`src/sv/ufcc_pkg.sv`:
```
// Shared types, codes and the microprogram of the union-find component counter.
`default_nettype none

package ufcc_pkg;

    localparam int NODES_DEFAULT = 32;
    localparam int IDX_SPAN      = 32;   // values an input node index can carry
    localparam int STEP_W        = 5;

    localparam logic [1:0] OP_UNION = 2'd0;
    localparam logic [1:0] OP_MARK  = 2'd1;
    localparam logic [1:0] OP_FIND  = 2'd2;
    localparam logic [1:0] OP_COUNT = 2'd3;

    typedef struct packed {
        logic [1:0] opcode;
        logic [4:0] node_a;
        logic [4:0] node_b;
    } in_item_t;

    typedef struct packed {
        logic [4:0] root;
        logic [5:0] set_size;
        logic       merged;
        logic [5:0] component_count;
    } out_item_t;

    typedef logic [STEP_W-1:0] step_t;

    localparam step_t STEP_CLR     = 5'd0;
    localparam step_t STEP_FETCH   = 5'd1;
    localparam step_t STEP_MARK_A  = 5'd2;
    localparam step_t STEP_MARK_B  = 5'd3;
    localparam step_t STEP_FIND_A0 = 5'd4;
    localparam step_t STEP_FIND_A1 = 5'd5;
    localparam step_t STEP_COMP_A0 = 5'd6;
    localparam step_t STEP_COMP_A1 = 5'd7;
    localparam step_t STEP_BR_OP   = 5'd8;
    localparam step_t STEP_FIND_B0 = 5'd9;
    localparam step_t STEP_FIND_B1 = 5'd10;
    localparam step_t STEP_COMP_B0 = 5'd11;
    localparam step_t STEP_COMP_B1 = 5'd12;
    localparam step_t STEP_SZ0     = 5'd13;
    localparam step_t STEP_SZ1     = 5'd14;
    localparam step_t STEP_SZ2     = 5'd15;
    localparam step_t STEP_LINK    = 5'd16;
    localparam step_t STEP_SZF0    = 5'd17;
    localparam step_t STEP_SZF1    = 5'd18;
    localparam step_t STEP_CNT0    = 5'd19;
    localparam step_t STEP_CNT1    = 5'd20;
    localparam step_t STEP_CNT2    = 5'd21;
    localparam step_t STEP_EMIT    = 5'd22;

    typedef enum logic [3:0] {
        ACT_NONE       = 4'd0,
        ACT_CLEAR      = 4'd1,
        ACT_LOAD       = 4'd2,
        ACT_MARK       = 4'd3,
        ACT_START      = 4'd4,
        ACT_WALK       = 4'd5,
        ACT_COMPRESS   = 4'd6,
        ACT_SIZE_RA    = 4'd7,
        ACT_SIZE_RB    = 4'd8,
        ACT_SIZE_LATCH = 4'd9,
        ACT_LINK       = 4'd10,
        ACT_FIND_RES   = 4'd11,
        ACT_SCAN_START = 4'd12,
        ACT_SCAN       = 4'd13,
        ACT_COUNT_RES  = 4'd14,
        ACT_EMIT       = 4'd15
    } act_t;

    typedef enum logic {
        SEL_A = 1'b0,
        SEL_B = 1'b1
    } sel_t;

    typedef enum logic [3:0] {
        J_NEXT     = 4'd0,
        J_ALWAYS   = 4'd1,
        J_DISPATCH = 4'd2,
        J_EMIT     = 4'd3,
        J_IF_MARK  = 4'd4,
        J_IF_FIND  = 4'd5,
        J_NOT_ROOT = 4'd6,
        J_NOT_DONE = 4'd7,
        J_NOT_LAST = 4'd8
    } jmp_t;

    typedef struct packed {
        logic  in_ready;
        act_t  act;
        sel_t  sel;
        jmp_t  jmp;
        step_t target;
    } cw_t;

    typedef struct packed {
        logic       at_root;
        logic       path_done;
        logic       ptr_last;
        logic       out_free;
        logic [1:0] op;
    } dp_status_t;

    function automatic cw_t mk(input logic rdy, input act_t a, input sel_t s,
                               input jmp_t j, input step_t t);
        cw_t w;
        w.in_ready = rdy;
        w.act      = a;
        w.sel      = s;
        w.jmp      = j;
        w.target   = t;
        return w;
    endfunction

    // Microprogram: one control word per step.
    function automatic cw_t ucode_word(input step_t s);
        cw_t w;
        case (s)
            STEP_CLR:     w = mk(1'b0, ACT_CLEAR,      SEL_A, J_NOT_LAST, STEP_CLR);
            STEP_FETCH:   w = mk(1'b1, ACT_LOAD,       SEL_A, J_DISPATCH, STEP_FETCH);
            STEP_MARK_A:  w = mk(1'b0, ACT_MARK,       SEL_A, J_IF_MARK,  STEP_EMIT);
            STEP_MARK_B:  w = mk(1'b0, ACT_MARK,       SEL_B, J_NEXT,     STEP_FIND_A0);
            STEP_FIND_A0: w = mk(1'b0, ACT_START,      SEL_A, J_NEXT,     STEP_FIND_A1);
            STEP_FIND_A1: w = mk(1'b0, ACT_WALK,       SEL_A, J_NOT_ROOT, STEP_FIND_A1);
            STEP_COMP_A0: w = mk(1'b0, ACT_START,      SEL_A, J_NEXT,     STEP_COMP_A1);
            STEP_COMP_A1: w = mk(1'b0, ACT_COMPRESS,   SEL_A, J_NOT_DONE, STEP_COMP_A1);
            STEP_BR_OP:   w = mk(1'b0, ACT_NONE,       SEL_A, J_IF_FIND,  STEP_SZF0);
            STEP_FIND_B0: w = mk(1'b0, ACT_START,      SEL_B, J_NEXT,     STEP_FIND_B1);
            STEP_FIND_B1: w = mk(1'b0, ACT_WALK,       SEL_B, J_NOT_ROOT, STEP_FIND_B1);
            STEP_COMP_B0: w = mk(1'b0, ACT_START,      SEL_B, J_NEXT,     STEP_COMP_B1);
            STEP_COMP_B1: w = mk(1'b0, ACT_COMPRESS,   SEL_B, J_NOT_DONE, STEP_COMP_B1);
            STEP_SZ0:     w = mk(1'b0, ACT_SIZE_RA,    SEL_A, J_NEXT,     STEP_SZ1);
            STEP_SZ1:     w = mk(1'b0, ACT_SIZE_RB,    SEL_A, J_NEXT,     STEP_SZ2);
            STEP_SZ2:     w = mk(1'b0, ACT_SIZE_LATCH, SEL_A, J_NEXT,     STEP_LINK);
            STEP_LINK:    w = mk(1'b0, ACT_LINK,       SEL_A, J_ALWAYS,   STEP_EMIT);
            STEP_SZF0:    w = mk(1'b0, ACT_SIZE_RA,    SEL_A, J_NEXT,     STEP_SZF1);
            STEP_SZF1:    w = mk(1'b0, ACT_FIND_RES,   SEL_A, J_ALWAYS,   STEP_EMIT);
            STEP_CNT0:    w = mk(1'b0, ACT_SCAN_START, SEL_A, J_NEXT,     STEP_CNT1);
            STEP_CNT1:    w = mk(1'b0, ACT_SCAN,       SEL_A, J_NOT_LAST, STEP_CNT1);
            STEP_CNT2:    w = mk(1'b0, ACT_COUNT_RES,  SEL_A, J_NEXT,     STEP_EMIT);
            STEP_EMIT:    w = mk(1'b0, ACT_EMIT,       SEL_A, J_EMIT,     STEP_FETCH);
            default:      w = mk(1'b0, ACT_NONE,       SEL_A, J_ALWAYS,   STEP_FETCH);
        endcase
        return w;
    endfunction

    // Entry step of each operation.
    function automatic step_t dispatch_target(input logic [1:0] opcode);
        step_t t;
        case (opcode)
            OP_UNION: t = STEP_MARK_A;
            OP_MARK:  t = STEP_MARK_A;
            OP_FIND:  t = STEP_FIND_A0;
            OP_COUNT: t = STEP_CNT0;
            default:  t = STEP_FETCH;
        endcase
        return t;
    endfunction

endpackage

`default_nettype wire

```
`src/sv/ufcc_chan_if.sv`:
```
// Valid/ready channel carrying one transaction payload.
`default_nettype none

interface ufcc_chan_if #(
    parameter type payload_t = logic
) ();
    logic     valid;
    logic     ready;
    payload_t data;

    modport source (output valid, output data, input ready);
    modport sink   (input valid, input data, output ready);
endinterface

`default_nettype wire

```
`src/sv/ufcc_seq.sv`:
```
// Microcode sequencer: step counter, control store and jump logic.
`default_nettype none

module ufcc_seq (
    input  logic                  clk,
    input  logic                  rst_n,
    input  logic                  in_valid,
    input  logic [1:0]            in_opcode,
    input  ufcc_pkg::dp_status_t  st,
    output ufcc_pkg::cw_t         cw
);
    import ufcc_pkg::*;

    step_t upc_reg;
    step_t upc_next;
    step_t upc_inc;
    cw_t   cw_cur;
    logic  accept;

    assign cw_cur  = ucode_word(upc_reg);
    assign cw      = cw_cur;
    assign accept  = in_valid & cw_cur.in_ready;
    assign upc_inc = upc_reg + STEP_W'(1);

    always_comb
    begin
        case (cw_cur.jmp)
            J_NEXT:     upc_next = upc_inc;
            J_ALWAYS:   upc_next = cw_cur.target;
            J_DISPATCH: upc_next = accept ? dispatch_target(in_opcode) : upc_reg;
            J_EMIT:     upc_next = st.out_free ? cw_cur.target : upc_reg;
            J_IF_MARK:  upc_next = (st.op == OP_MARK) ? cw_cur.target : upc_inc;
            J_IF_FIND:  upc_next = (st.op == OP_FIND) ? cw_cur.target : upc_inc;
            J_NOT_ROOT: upc_next = !st.at_root ? cw_cur.target : upc_inc;
            J_NOT_DONE: upc_next = !st.path_done ? cw_cur.target : upc_inc;
            J_NOT_LAST: upc_next = !st.ptr_last ? cw_cur.target : upc_inc;
            default:    upc_next = upc_inc;
        endcase
    end

    always_ff @(posedge clk or negedge rst_n)
    begin
        if (!rst_n)
        begin
            upc_reg <= STEP_CLR;
        end
        else
        begin
            upc_reg <= upc_next;
        end
    end

endmodule

`default_nettype wire

```
`src/sv/ufcc_dpath.sv`:
```
// Datapath: node tables, walk pointer, root and size registers, result slot.
`default_nettype none

module ufcc_dpath #(
    parameter int NODES = ufcc_pkg::NODES_DEFAULT
) (
    input  logic                  clk,
    input  logic                  rst_n,
    input  ufcc_pkg::cw_t         cw,
    input  logic                  accept,
    input  ufcc_pkg::in_item_t    in_item,
    input  logic                  out_ready,
    output logic                  out_valid,
    output ufcc_pkg::out_item_t   out_item,
    output ufcc_pkg::dp_status_t  st
);
    import ufcc_pkg::*;

    localparam int IW = $clog2(NODES);
    localparam int SW = $clog2(NODES + 1);
    localparam logic [IW-1:0] LAST_IDX = IW'(NODES - 1);

    typedef logic [IW-1:0] idx_t;
    typedef logic [SW-1:0] cnt_t;

    idx_t parent_mem [NODES];
    cnt_t size_mem   [NODES];
    logic used_mem   [NODES];

    idx_t idx_fold [IDX_SPAN];

    logic [1:0] op_reg, op_next;
    idx_t       a_reg, a_next;
    idx_t       b_reg, b_next;
    idx_t       ptr_reg, ptr_next;
    idx_t       ra_reg, ra_next;
    idx_t       rb_reg, rb_next;
    cnt_t       sa_reg, sa_next;
    cnt_t       sb_reg, sb_next;
    cnt_t       cnt_reg, cnt_next;
    out_item_t  res_reg, res_next;
    out_item_t  out_reg, out_next;
    logic       out_valid_reg, out_valid_next;

    idx_t prd_reg;
    cnt_t srd_reg;
    logic urd_reg;

    idx_t paddr;
    idx_t saddr;
    logic pwe, swe, uwe;
    idx_t pwa, swa, uwa;
    idx_t pwd;
    cnt_t swd;
    logic uwd;

    idx_t node_sel;
    idx_t root_sel;
    idx_t ptr_step;
    idx_t winner;
    idx_t loser;
    cnt_t size_sum;
    logic at_root;
    logic path_done;
    logic ptr_last;
    logic out_free;

    function automatic logic [5:0] sat6(input cnt_t v);
        if (32'(v) > 32'd63)
        begin
            return 6'd63;
        end
        return 6'(v);
    endfunction

    // Fold an input index into the table range.
    for (genvar g = 0; g < IDX_SPAN; g++)
    begin : g_fold
        assign idx_fold[g] = IW'(g % NODES);
    end

    assign node_sel  = (cw.sel == SEL_B) ? b_reg : a_reg;
    assign root_sel  = (cw.sel == SEL_B) ? rb_reg : ra_reg;
    assign at_root   = (prd_reg == ptr_reg);
    assign path_done = (ptr_reg == root_sel);
    assign ptr_last  = (ptr_reg == LAST_IDX);
    assign ptr_step  = ptr_last ? '0 : ptr_reg + IW'(1);
    assign winner    = (sa_reg >= sb_reg) ? ra_reg : rb_reg;
    assign loser     = (sa_reg >= sb_reg) ? rb_reg : ra_reg;
    assign size_sum  = sa_reg + sb_reg;
    assign out_free  = !out_valid_reg || out_ready;

    assign st.at_root   = at_root;
    assign st.path_done = path_done;
    assign st.ptr_last  = ptr_last;
    assign st.out_free  = out_free;
    assign st.op        = op_reg;

    assign out_valid = out_valid_reg;
    assign out_item  = out_reg;

    always_comb
    begin
        op_next        = op_reg;
        a_next         = a_reg;
        b_next         = b_reg;
        ptr_next       = ptr_reg;
        ra_next        = ra_reg;
        rb_next        = rb_reg;
        sa_next        = sa_reg;
        sb_next        = sb_reg;
        cnt_next       = cnt_reg;
        res_next       = res_reg;
        out_next       = out_reg;
        out_valid_next = out_valid_reg;
        paddr          = ptr_reg;
        saddr          = ra_reg;
        pwe            = 1'b0;
        swe            = 1'b0;
        uwe            = 1'b0;
        pwa            = ptr_reg;
        swa            = ptr_reg;
        uwa            = ptr_reg;
        pwd            = ptr_reg;
        swd            = SW'(1);
        uwd            = 1'b0;

        // Drop the result once the sink has taken it.
        if (out_valid_reg && out_ready)
        begin
            out_valid_next = 1'b0;
        end

        case (cw.act)
            ACT_CLEAR:
            begin
                pwe      = 1'b1;
                swe      = 1'b1;
                uwe      = 1'b1;
                ptr_next = ptr_step;
            end
            ACT_LOAD:
            begin
                if (accept)
                begin
                    op_next  = in_item.opcode;
                    a_next   = idx_fold[in_item.node_a];
                    b_next   = idx_fold[in_item.node_b];
                    res_next = '0;
                end
            end
            ACT_MARK:
            begin
                uwe = 1'b1;
                uwa = node_sel;
                uwd = 1'b1;
            end
            ACT_START:
            begin
                ptr_next = node_sel;
                paddr    = node_sel;
            end
            ACT_WALK:
            begin
                if (!at_root)
                begin
                    ptr_next = prd_reg;
                    paddr    = prd_reg;
                end
                else if (cw.sel == SEL_B)
                begin
                    rb_next = ptr_reg;
                end
                else
                begin
                    ra_next = ptr_reg;
                end
            end
            ACT_COMPRESS:
            begin
                // Point the node at the root and advance along the old link.
                if (!path_done)
                begin
                    pwe      = 1'b1;
                    pwa      = ptr_reg;
                    pwd      = root_sel;
                    ptr_next = prd_reg;
                    paddr    = prd_reg;
                end
            end
            ACT_SIZE_RA:
            begin
                saddr = ra_reg;
            end
            ACT_SIZE_RB:
            begin
                sa_next = srd_reg;
                saddr   = rb_reg;
            end
            ACT_SIZE_LATCH:
            begin
                sb_next = srd_reg;
            end
            ACT_LINK:
            begin
                if (ra_reg != rb_reg)
                begin
                    pwe               = 1'b1;
                    pwa               = loser;
                    pwd               = winner;
                    swe               = 1'b1;
                    swa               = winner;
                    swd               = size_sum;
                    res_next.root     = 5'(winner);
                    res_next.set_size = sat6(size_sum);
                    res_next.merged   = 1'b1;
                end
                else
                begin
                    res_next.root     = 5'(ra_reg);
                    res_next.set_size = sat6(sa_reg);
                end
            end
            ACT_FIND_RES:
            begin
                res_next.root     = 5'(ra_reg);
                res_next.set_size = sat6(srd_reg);
            end
            ACT_SCAN_START:
            begin
                ptr_next = '0;
                paddr    = '0;
                cnt_next = '0;
            end
            ACT_SCAN:
            begin
                if (at_root && urd_reg)
                begin
                    cnt_next = cnt_reg + SW'(1);
                end
                ptr_next = ptr_step;
                paddr    = ptr_step;
            end
            ACT_COUNT_RES:
            begin
                res_next.component_count = sat6(cnt_reg);
            end
            ACT_EMIT:
            begin
                if (out_free)
                begin
                    out_next       = res_reg;
                    out_valid_next = 1'b1;
                end
            end
            default:
            begin
            end
        endcase
    end

    always_ff @(posedge clk)
    begin
        if (pwe)
        begin
            parent_mem[pwa] <= pwd;
        end
        prd_reg <= parent_mem[paddr];
    end

    always_ff @(posedge clk)
    begin
        if (swe)
        begin
            size_mem[swa] <= swd;
        end
        srd_reg <= size_mem[saddr];
    end

    always_ff @(posedge clk)
    begin
        if (uwe)
        begin
            used_mem[uwa] <= uwd;
        end
        urd_reg <= used_mem[paddr];
    end

    always_ff @(posedge clk or negedge rst_n)
    begin
        if (!rst_n)
        begin
            ptr_reg       <= '0;
            out_valid_reg <= 1'b0;
        end
        else
        begin
            ptr_reg       <= ptr_next;
            out_valid_reg <= out_valid_next;
        end
    end

    always_ff @(posedge clk)
    begin
        op_reg  <= op_next;
        a_reg   <= a_next;
        b_reg   <= b_next;
        ra_reg  <= ra_next;
        rb_reg  <= rb_next;
        sa_reg  <= sa_next;
        sb_reg  <= sb_next;
        cnt_reg <= cnt_next;
        res_reg <= res_next;
        out_reg <= out_next;
    end

endmodule

`default_nettype wire

```
`src/sv/union_find_component_counter_core.sv`:
```
// Top level of the union-find component counter.
// Disjoint-set engine over NODES nodes (union by size, path compression), run by
// a microcoded sequencer over parent, size and used-flag tables, each with one
// read and one write port. After reset the block initialises the tables and takes
// no transaction until done. Find and union time is set by the one-node-per-cycle
// walk and compress loops on the parent table read port; count by the scan of
// that table. A finished result waits in the output register, and the block
// takes the next transaction meanwhile; it stalls in its final step only while
// an earlier result is still untaken.
`default_nettype none

module union_find_component_counter_core #(
    parameter int NODES = ufcc_pkg::NODES_DEFAULT
) (
    input  logic         clk,
    input  logic         rst_n,
    ufcc_chan_if.sink    in_ch,
    ufcc_chan_if.source  out_ch
);
    import ufcc_pkg::*;

    cw_t        cw;
    dp_status_t st;
    logic       accept;
    logic       out_valid;
    out_item_t  out_data;

    assign in_ch.ready = cw.in_ready;
    assign accept      = in_ch.valid & cw.in_ready;

    ufcc_seq u_seq (
        .clk       (clk),
        .rst_n     (rst_n),
        .in_valid  (in_ch.valid),
        .in_opcode (in_ch.data.opcode),
        .st        (st),
        .cw        (cw)
    );

    ufcc_dpath #(
        .NODES (NODES)
    ) u_dpath (
        .clk       (clk),
        .rst_n     (rst_n),
        .cw        (cw),
        .accept    (accept),
        .in_item   (in_ch.data),
        .out_ready (out_ch.ready),
        .out_valid (out_valid),
        .out_item  (out_data),
        .st        (st)
    );

    assign out_ch.valid = out_valid;
    assign out_ch.data  = out_data;

endmodule

`default_nettype wire

```
`src/flat_wrapper.sv`:
```
// flat-port wrapper written by rule: the top's interface ports become plain ports
module union_find_component_counter_core_flat import ufcc_pkg::*;
#(
    parameter int NODES = ufcc_pkg::NODES_DEFAULT
)
  (clk, rst_n, in_ch_valid, in_ch_data, in_ch_ready, out_ch_valid, out_ch_data, out_ch_ready);
  ufcc_chan_if #(.payload_t(in_item_t)) in_ch_i ();
  ufcc_chan_if #(.payload_t(out_item_t)) out_ch_i ();
  input  logic clk;
  input  logic rst_n;
  input wire logic [$bits(in_ch_i.valid)-1:0] in_ch_valid;
  input wire logic [$bits(in_ch_i.data)-1:0] in_ch_data;
  output wire logic [$bits(in_ch_i.ready)-1:0] in_ch_ready;
  output wire logic [$bits(out_ch_i.valid)-1:0] out_ch_valid;
  output wire logic [$bits(out_ch_i.data)-1:0] out_ch_data;
  input wire logic [$bits(out_ch_i.ready)-1:0] out_ch_ready;
  assign in_ch_i.valid = in_ch_valid;
  assign in_ch_i.data = in_ch_data;
  assign in_ch_ready = in_ch_i.ready;
  assign out_ch_valid = out_ch_i.valid;
  assign out_ch_data = out_ch_i.data;
  assign out_ch_i.ready = out_ch_ready;
  union_find_component_counter_core #(.NODES(NODES)) u_core (.clk(clk), .rst_n(rst_n), .in_ch(in_ch_i), .out_ch(out_ch_i));
endmodule
```
`config.mk`:
```
export PLATFORM = sky130hd
export DESIGN_NAME = union_find_component_counter_core_flat
export DESIGN_NICKNAME = d
export VERILOG_FILES = /design/src/sv/ufcc_pkg.sv /design/src/sv/ufcc_chan_if.sv /design/src/sv/ufcc_seq.sv /design/src/sv/ufcc_dpath.sv /design/src/sv/union_find_component_counter_core.sv /design/src/flat_wrapper.sv
export SDC_FILE = /design/constraint.sdc
export NUM_CORES = 1
export LEC_CHECK = 0
export BUFFER_PORTS_ARGS = -buffer_cell sky130_fd_sc_hd__buf_2
export CAP_MARGIN = 20
export CORE_MARGIN = 8
export CORE_UTILIZATION = 50
export CTS_CLUSTER_DIAMETER = 40
export CTS_CLUSTER_SIZE = 40
export DETAILED_ROUTE_END_ITERATION = 10
export GPL_ROUTABILITY_DRIVEN = 0
export PLACE_DENSITY_LB_ADDON = 0.3
export SYNTH_ARGS = -nofsm -noshare
export SYNTH_HDL_FRONTEND = slang
export SYNTH_SLANG_ARGS = --single-unit
```
`constraint.sdc`:
```
create_clock -name clk -period 4.03 [get_ports clk]
set_input_delay 1.209 -clock clk [delete_from_list [all_inputs] [get_ports clk]]
set_output_delay 1.209 -clock clk [all_outputs]
set_load 0.01 [all_outputs]
```
# Yosys cells after proc, flatten, opt, wreduce, memory -nomap -nowiden

Memory sizes are Yosys's and may differ from the RTL's. A register that Yosys moved wholly into a read port is not among the register bits.
Cells that the tools add are included.

Memory bits (read-only): 800
Input port bits: 16
Bits in writable memories: 384
Flip-flop bits (word level): 77
Memories kept: 6

Memory list:

| memory                    | depth | width | rd ports | clocked after Yosys merged registers in | wr ports | line              | RTL |
|---|---|---|---|---|---|---|---|
| (no name shown)           | 32    | 15    | 1        | 0                                       | 0        | ufcc_pkg.sv:120   | `case (s)` |
| u_core.u_dpath.size_mem   | 32    | 6     | 1        | 1                                       | 1        | ufcc_dpath.sv:27  | `cnt_t size_mem [NODES];` |
| (no name shown)           | 32    | 5     | 1        | 1                                       | 0        | ufcc_dpath.sv:148 | `b_next = idx_fold[in_item.node_b];` |
| (no name shown)           | 32    | 5     | 1        | 1                                       | 0        | ufcc_dpath.sv:147 | `a_next = idx_fold[in_item.node_a];` |
| u_core.u_dpath.parent_mem | 32    | 5     | 1        | 1                                       | 1        | ufcc_dpath.sv:26  | `idx_t parent_mem [NODES];` |
| u_core.u_dpath.used_mem   | 32    | 1     | 1        | 1                                       | 1        | ufcc_dpath.sv:28  | `logic used_mem [NODES];` |

Add/sub/neg operators: 4
Eq/ne operators: 36
Bitwise gates (word level): 4
Magnitude comparators: 1
Reductions and logical operators: 22
Multiplexer cells: 51

Operators by type and width:

| operator              | number |
|---|---|
| $mux W5               | 21 |
| $pmux W5 S5           | 2 |
| $pmux W5 S8           | 1 |
| $eq A4 B4 Y1 const B  | 9 |
| $pmux W11 S3          | 1 |
| $eq A4 B3 Y1 const B  | 7 |
| $pmux W6 S2           | 2 |
| $mux W18              | 1 |
| $mux W6               | 3 |
| $eq A4 B2 Y1 const B  | 4 |
| $pmux W5 S3           | 1 |
| $mux W1               | 14 |
| $not A5 Y6            | 2 |
| $reduce_and A2 Y1     | 6 |
| $mux W11              | 1 |
| $add A5 B1 Y5 const B | 2 |
| $eq A5 B5 Y1          | 2 |
| $pmux W5 S2           | 1 |
| $reduce_and A3 Y1     | 3 |
| $eq A4 B1 Y1 const B  | 2 |
| $ne A2 B2 Y1 const B  | 4 |
| $add A6 B1 Y6 const B | 1 |
| $add A6 B6 Y6         | 1 |
| $eq A2 B2 Y1 const B  | 3 |
| 17 further kinds      | 24 |

# Logic depth before layout (Yosys ltp)

An unclocked memory read counts as a cell.

Depth in word-level cells: 7
Mapped depth: 19
Gate-level depth less buffers: 14

# Cells and area by module

From an unflattened synthesis, not the netlist that was laid out.

Cells, all modules: 1,645
Area, all modules: 22,258.8 um^2

Modules (own cells, without submodules):

| module                            | instances | cells an instance | sequential area each (um^2) | area each (um^2) |
|---|---|---|---|---|
| ufcc_dpath                        | 1         | 1,444             | 14,203.6                    | 20,846.2 |
| ufcc_seq                          | 1         | 200               | 125.1                       | 1,406.3 |
| union_find_component_counter_core | 1         | 1                 | 0.0                         | 6.3 |

# Worst setup path before layout

No wires, ideal clock.

Path type: flip-flop to flip-flop
Start: reg u_core.u_seq.upc_reg[0]
End: reg u_core.u_dpath.prd_reg[3] (read register of u_core.u_dpath.parent_mem)
Required time: 3,902 ps
Library setup time: 128 ps
Stages on the path, launching flop included: 17
Setup slack: 219 ps
Arrival time: 3,683 ps
Cell sequence: dfrtp_1 > inv_1 > ha_1 > or2_1 > a311oi_2 > buf_6 > mux2i_2 > xnor2_1 > or3_4 > o311ai_4 > a32oi_2 > buf_6 > buf_6 > a2111oi_0 > nor4_1 > a21oi_1 > o211ai_1

Cells in the longest elaborated chain, start to end: 5
Elaborated cells on any way between the ends: 11

RTL lines:

| what                     | line              | RTL |
|---|---|---|
| start: declaration       | ufcc_seq.sv:14    | `step_t upc_reg;` |
| start signal: assignment | ufcc_seq.sv:49    | `upc_reg <= upc_next;` |
| $mem_v2 Z32 W15 *        | n/a               |  |
| $mux W5                  | ufcc_dpath.sv:83  | `assign root_sel = (cw.sel == SEL_B) ? rb_reg : ra_reg;` |
| $eq A5 B5 Y1             | ufcc_dpath.sv:85  | `assign path_done = (ptr_reg == root_sel);` |
| $mux W5                  | n/a               |  |
| $pmux W5 S5 *            | ufcc_dpath.sv:134 | `case (cw.act)` |
| end: declaration         | ufcc_dpath.sv:45  | `idx_t prd_reg;` |

Mark *: on every way between the ends. The rest lies on a longest branch, timed or not.
A chain may end at the register's enable or synchronous reset.

# Worst setup path in the final report

Start: reg u_core.u_seq.upc_reg[1]
End: reg u_core.u_dpath.prd_reg[3] (read register of u_core.u_dpath.parent_mem)

The elaborated chain is that of the path after synthesis.

==> results.toml <==
[setup_path]
crit_family = "compound AO/OA/AOI/OAI gates"
crit_top_cell = "buf_4"
crit_required_ns = 4.50
crit_type = "reg -> reg"
arrival_ns = 4.51
rr_worst_depth = 17
path_depth = 17
max_stage_delay_ns = 0.48
path_buf_inv = 4
end_kind = "register"
cp_slowest_cell = "a2111oi_0"
cp-start-kind = "register"
critPathMaxFanout = 8
path_cells = "buf_4 > ha_4 > ha_1 > nor2_1 > a311oi_4 > buf_12 > mux2i_4 > xnor2_2 > or3_4 > buf_6 > o311ai_4 > a32oi_4 > buf_4 > a2111oi_0 > nor4_1 > a21oi_1 > o211ai_1"

[detailed_routing]
drt-initial-drc-count = 1099
wire_per_inst_um = 22.0
routed_via_density = 5.91
drcViolationCount = 0
totalWireLength_um = 50100
antenna_left = 0
num_vias = 13400
dr.pass1.iters = 5

[clocking]
htree_levels = 3
hold_buffers = 0
numCtsBuffers = 67
clock_latency_ns = 0.60
cts_tree = "done"
cts.path.max_buffers = 3
cts_root_buffer = "clkbuf_16"
clkTransAtPathRegs_ns = 0.06
clock-sinks = 483

[hold_path]
hold_depth = 0
hold_path_class = "reg -> reg"

[floorplanning]
die-width_um = 223
ioPinCount = 36
die_h_um = 223
rows = 75
start_util_pct = 50.8
die-area_sq_um = 49600
core_area_sq_um = 42000

[synth]
synth_simple_gate_area_share_pct = 9.77
synth_compound_area_share_pct = 7.02
synth_cell_types = 77
synthMuxAreaShare_pct = 11.4
yosysWarnings = 0
synth_top_family_by_area = "multiplexers"
syn_inst = 1479
async_flop_share_pct = 2.28
synth_area_sq_um = 21400
ys_seq_area_share_pct = 67.1
synthFlopType = "edfxtp_1"
synth_xor_area_share_pct = 1.07
syn_nets = 1519
yosys.area_share.adder_pct = 1.44
synth_edf_count = 460
avgSynthCellArea_sq_um = 14.4
ys_ff_latch = 483

[global_route]
grt_overflow = 0
grt_usage_pct = 20.0
use_met3_pct = 4.08
antenna_found_initial = 0
grt_pass1_vias = 13600
grt_pass1_wl_um = 77100
use_met1_pct = 25.5
grt_max_degree = 46
grt.busiest_layer = "met2"
met2_usage_pct = 33.3

[sta]
fin_crit_sh_pct = 100
worst_slack_ns = -0.0152
hold_viol = 0
worstMarginPinSlew_ns = 0.920
skew_ns = 0.0259
post-route-min-period_ns = 4.05
drv_slew = 0
relSlewSlack_pct = 38.7
rsz0062_at_grt = "yes"
max_freq_mhz = 247
setup_viol = 1
tns_ns = -0.0152

[cells_and_area]
post-route-util_pct = 62.1
fin_nets = 1719
diodes = 0
largest_reg_flops = 192
biggestRegsByFlops = "u_core.u_dpath.size_mem: 192 flops, u_core.u_dpath.parent_mem: 160 flops, u_core.u_dpath.used_mem: 32 flops"
regMostFlops = "u_core.u_dpath.size_mem"
syn2layout_area_growth_pct = 22.3
drive_above_1_share_pct = 27.5

[power]
vdd_ir_drop_max_uv = 686
power_mw = 23.2
powerDensity_nw_per_um2 = 890
power.leakage_nw = 9.66

[placed_design]
io_buffers = 35
dp_hpwl_um = 32100

[outcome]
status = "finished, violations left"
violations = "negative setup slack"

[job]
drv_cap = 0
-- Yosys cell counts, types with 9 or more instances --
library cell / instances / area (sq um)
a21oi_1: 50 / 250
nor3_1: 16 / 80.1
a21o_1: 11 / 82.6
xor2_1: 10 / 87.6
ha_1: 23 / 288
mux4_2: 48 / 1080
nor2_1: 180 / 676
o21ai_0: 19 / 95.1
dfrtp_1: 11 / 275
o2111ai_1: 11 / 96.3
xnor2_1: 16 / 140
clkbuf_1: 35 / 131
nand2_1: 121 / 454
buf_2: 13 / 65.1
a22oi_1: 22 / 165
mux2_2: 10 / 113
inv_1: 20 / 75.1
dfxtp_1: 12 / 240
nand2b_1: 16 / 100
and2_1: 12 / 75.1
nand3_1: 78 / 390
nor2b_1: 10 / 62.6
o21ai_1: 10 / 50.1
edfxtp_1: 460 / 13800
buf_4: 9 / 67.6
mux2i_1: 117 / 1170
-- worst paths after layout --
check / from / endpoint / slack [ns]
setup reg to reg: u_core.u_seq.upc_reg[1]$_DFFE_PN0P_ / u_core.u_dpath.prd_reg[3]$_DFF_P_ / -0.02
setup / recovery: u_core.u_seq.upc_reg[1]$_DFFE_PN0P_ / u_core.u_dpath.prd_reg[3]$_DFF_P_ / -0.02
min in group asynchronous: rst_n / u_core.u_dpath.ptr_reg[3]$_DFFE_PN0P_ / 0.52
max in group asynchronous: rst_n / u_core.u_seq.upc_reg[4]$_DFFE_PN0P_ / 3.27
hold / removal: u_core.u_dpath.res_reg[3]$_SDFFCE_PN0P_ / u_core.u_dpath.out_item[3]$_DFFE_PP_ / 0.42
hold reg to reg: u_core.u_dpath.res_reg[3]$_SDFFCE_PN0P_ / u_core.u_dpath.out_item[3]$_DFFE_PP_ / 0.42
-- kinds of logic after synthesis --
family / count (synthesis)
xor+xnor: 26
flops: 483
buf+inv: 91
simple gates: 468
compound gates: 206
fa+ha+maj: 24
mux: 181
-- power breakdown --
| group | internal (mW) | switching, mW | leakage [nW] |
|---|---|---|---|
| combinational | 4.39 | 6.31 | 3.65 |
| sequential | 6.43 | 0.182 | 4.90 |
| clock | 3.64 | 2.29 | 1.11 |
| total | 14.5 | 8.79 | 9.66 |
-- layout by cell type (no fill, tap or decap), types with 14 or more instances in the layout --
cell       count
nand2_1      119
xnor2_1       15
ha_1          21
mux2i_1       93
clkbuf_16     69
o21ai_0       19
inv_1         18
nor3_1        14
edfxtp_1     460
buf_4        145
a22oi_1       22
nand2b_1      16
nor2_1       154
inv_6         14
a21oi_1       49
nand3_1       77
mux4_2        48
buf_2         35
nor2_2        25
mux2i_2       15
-- per-stage QoR --
stage | cell area [sq um] | hold slack (ns) | cells | worst slack, ns
5_1_grt | 26100 | 0.428 | 2272 | -0.146
2_1_floorplan | 21400 | 0.400 | 1479 | 0.219
3_5_place_dp | 23200 | 0.405 | 2135 | -0.208
6_report | 26100 | 0.419 | 2272 | -0.0152
4_1_cts | 25900 | 0.422 | 2271 | 0.00745
3_3_place_gp | 23200 | 0.404 | 2135 | -0.0734
-- metal layers --
metal	up-vias	wire length (um)
li1	6112	-
met1	6707	20700
met2	503	24600
met3	109	3280
met4	0	1390
met5	-	0
-- what timing repair did --
item | 4_1_cts | 5_1_grt
pin swaps | 11 | 9
setup endpoints to repair | 6 | 87
setup buffers | 10 | 2
gates cloned | 3 | 1
gates resized for setup | 44 | 61
-- cell type report --
class                           instances  area [sq um]
Timing Repair Buffer                  202          1670
Inverter                               20          75.1
Multi-Input combinational cell        905          7060
Tap cell                              539           674
Fill cell                            3058         15900
Clock buffer                           73          1730
Sequential cell                       483         14300
Clock inverter                         50           569
No activity file was read; power rests on OpenSTA's default activity.
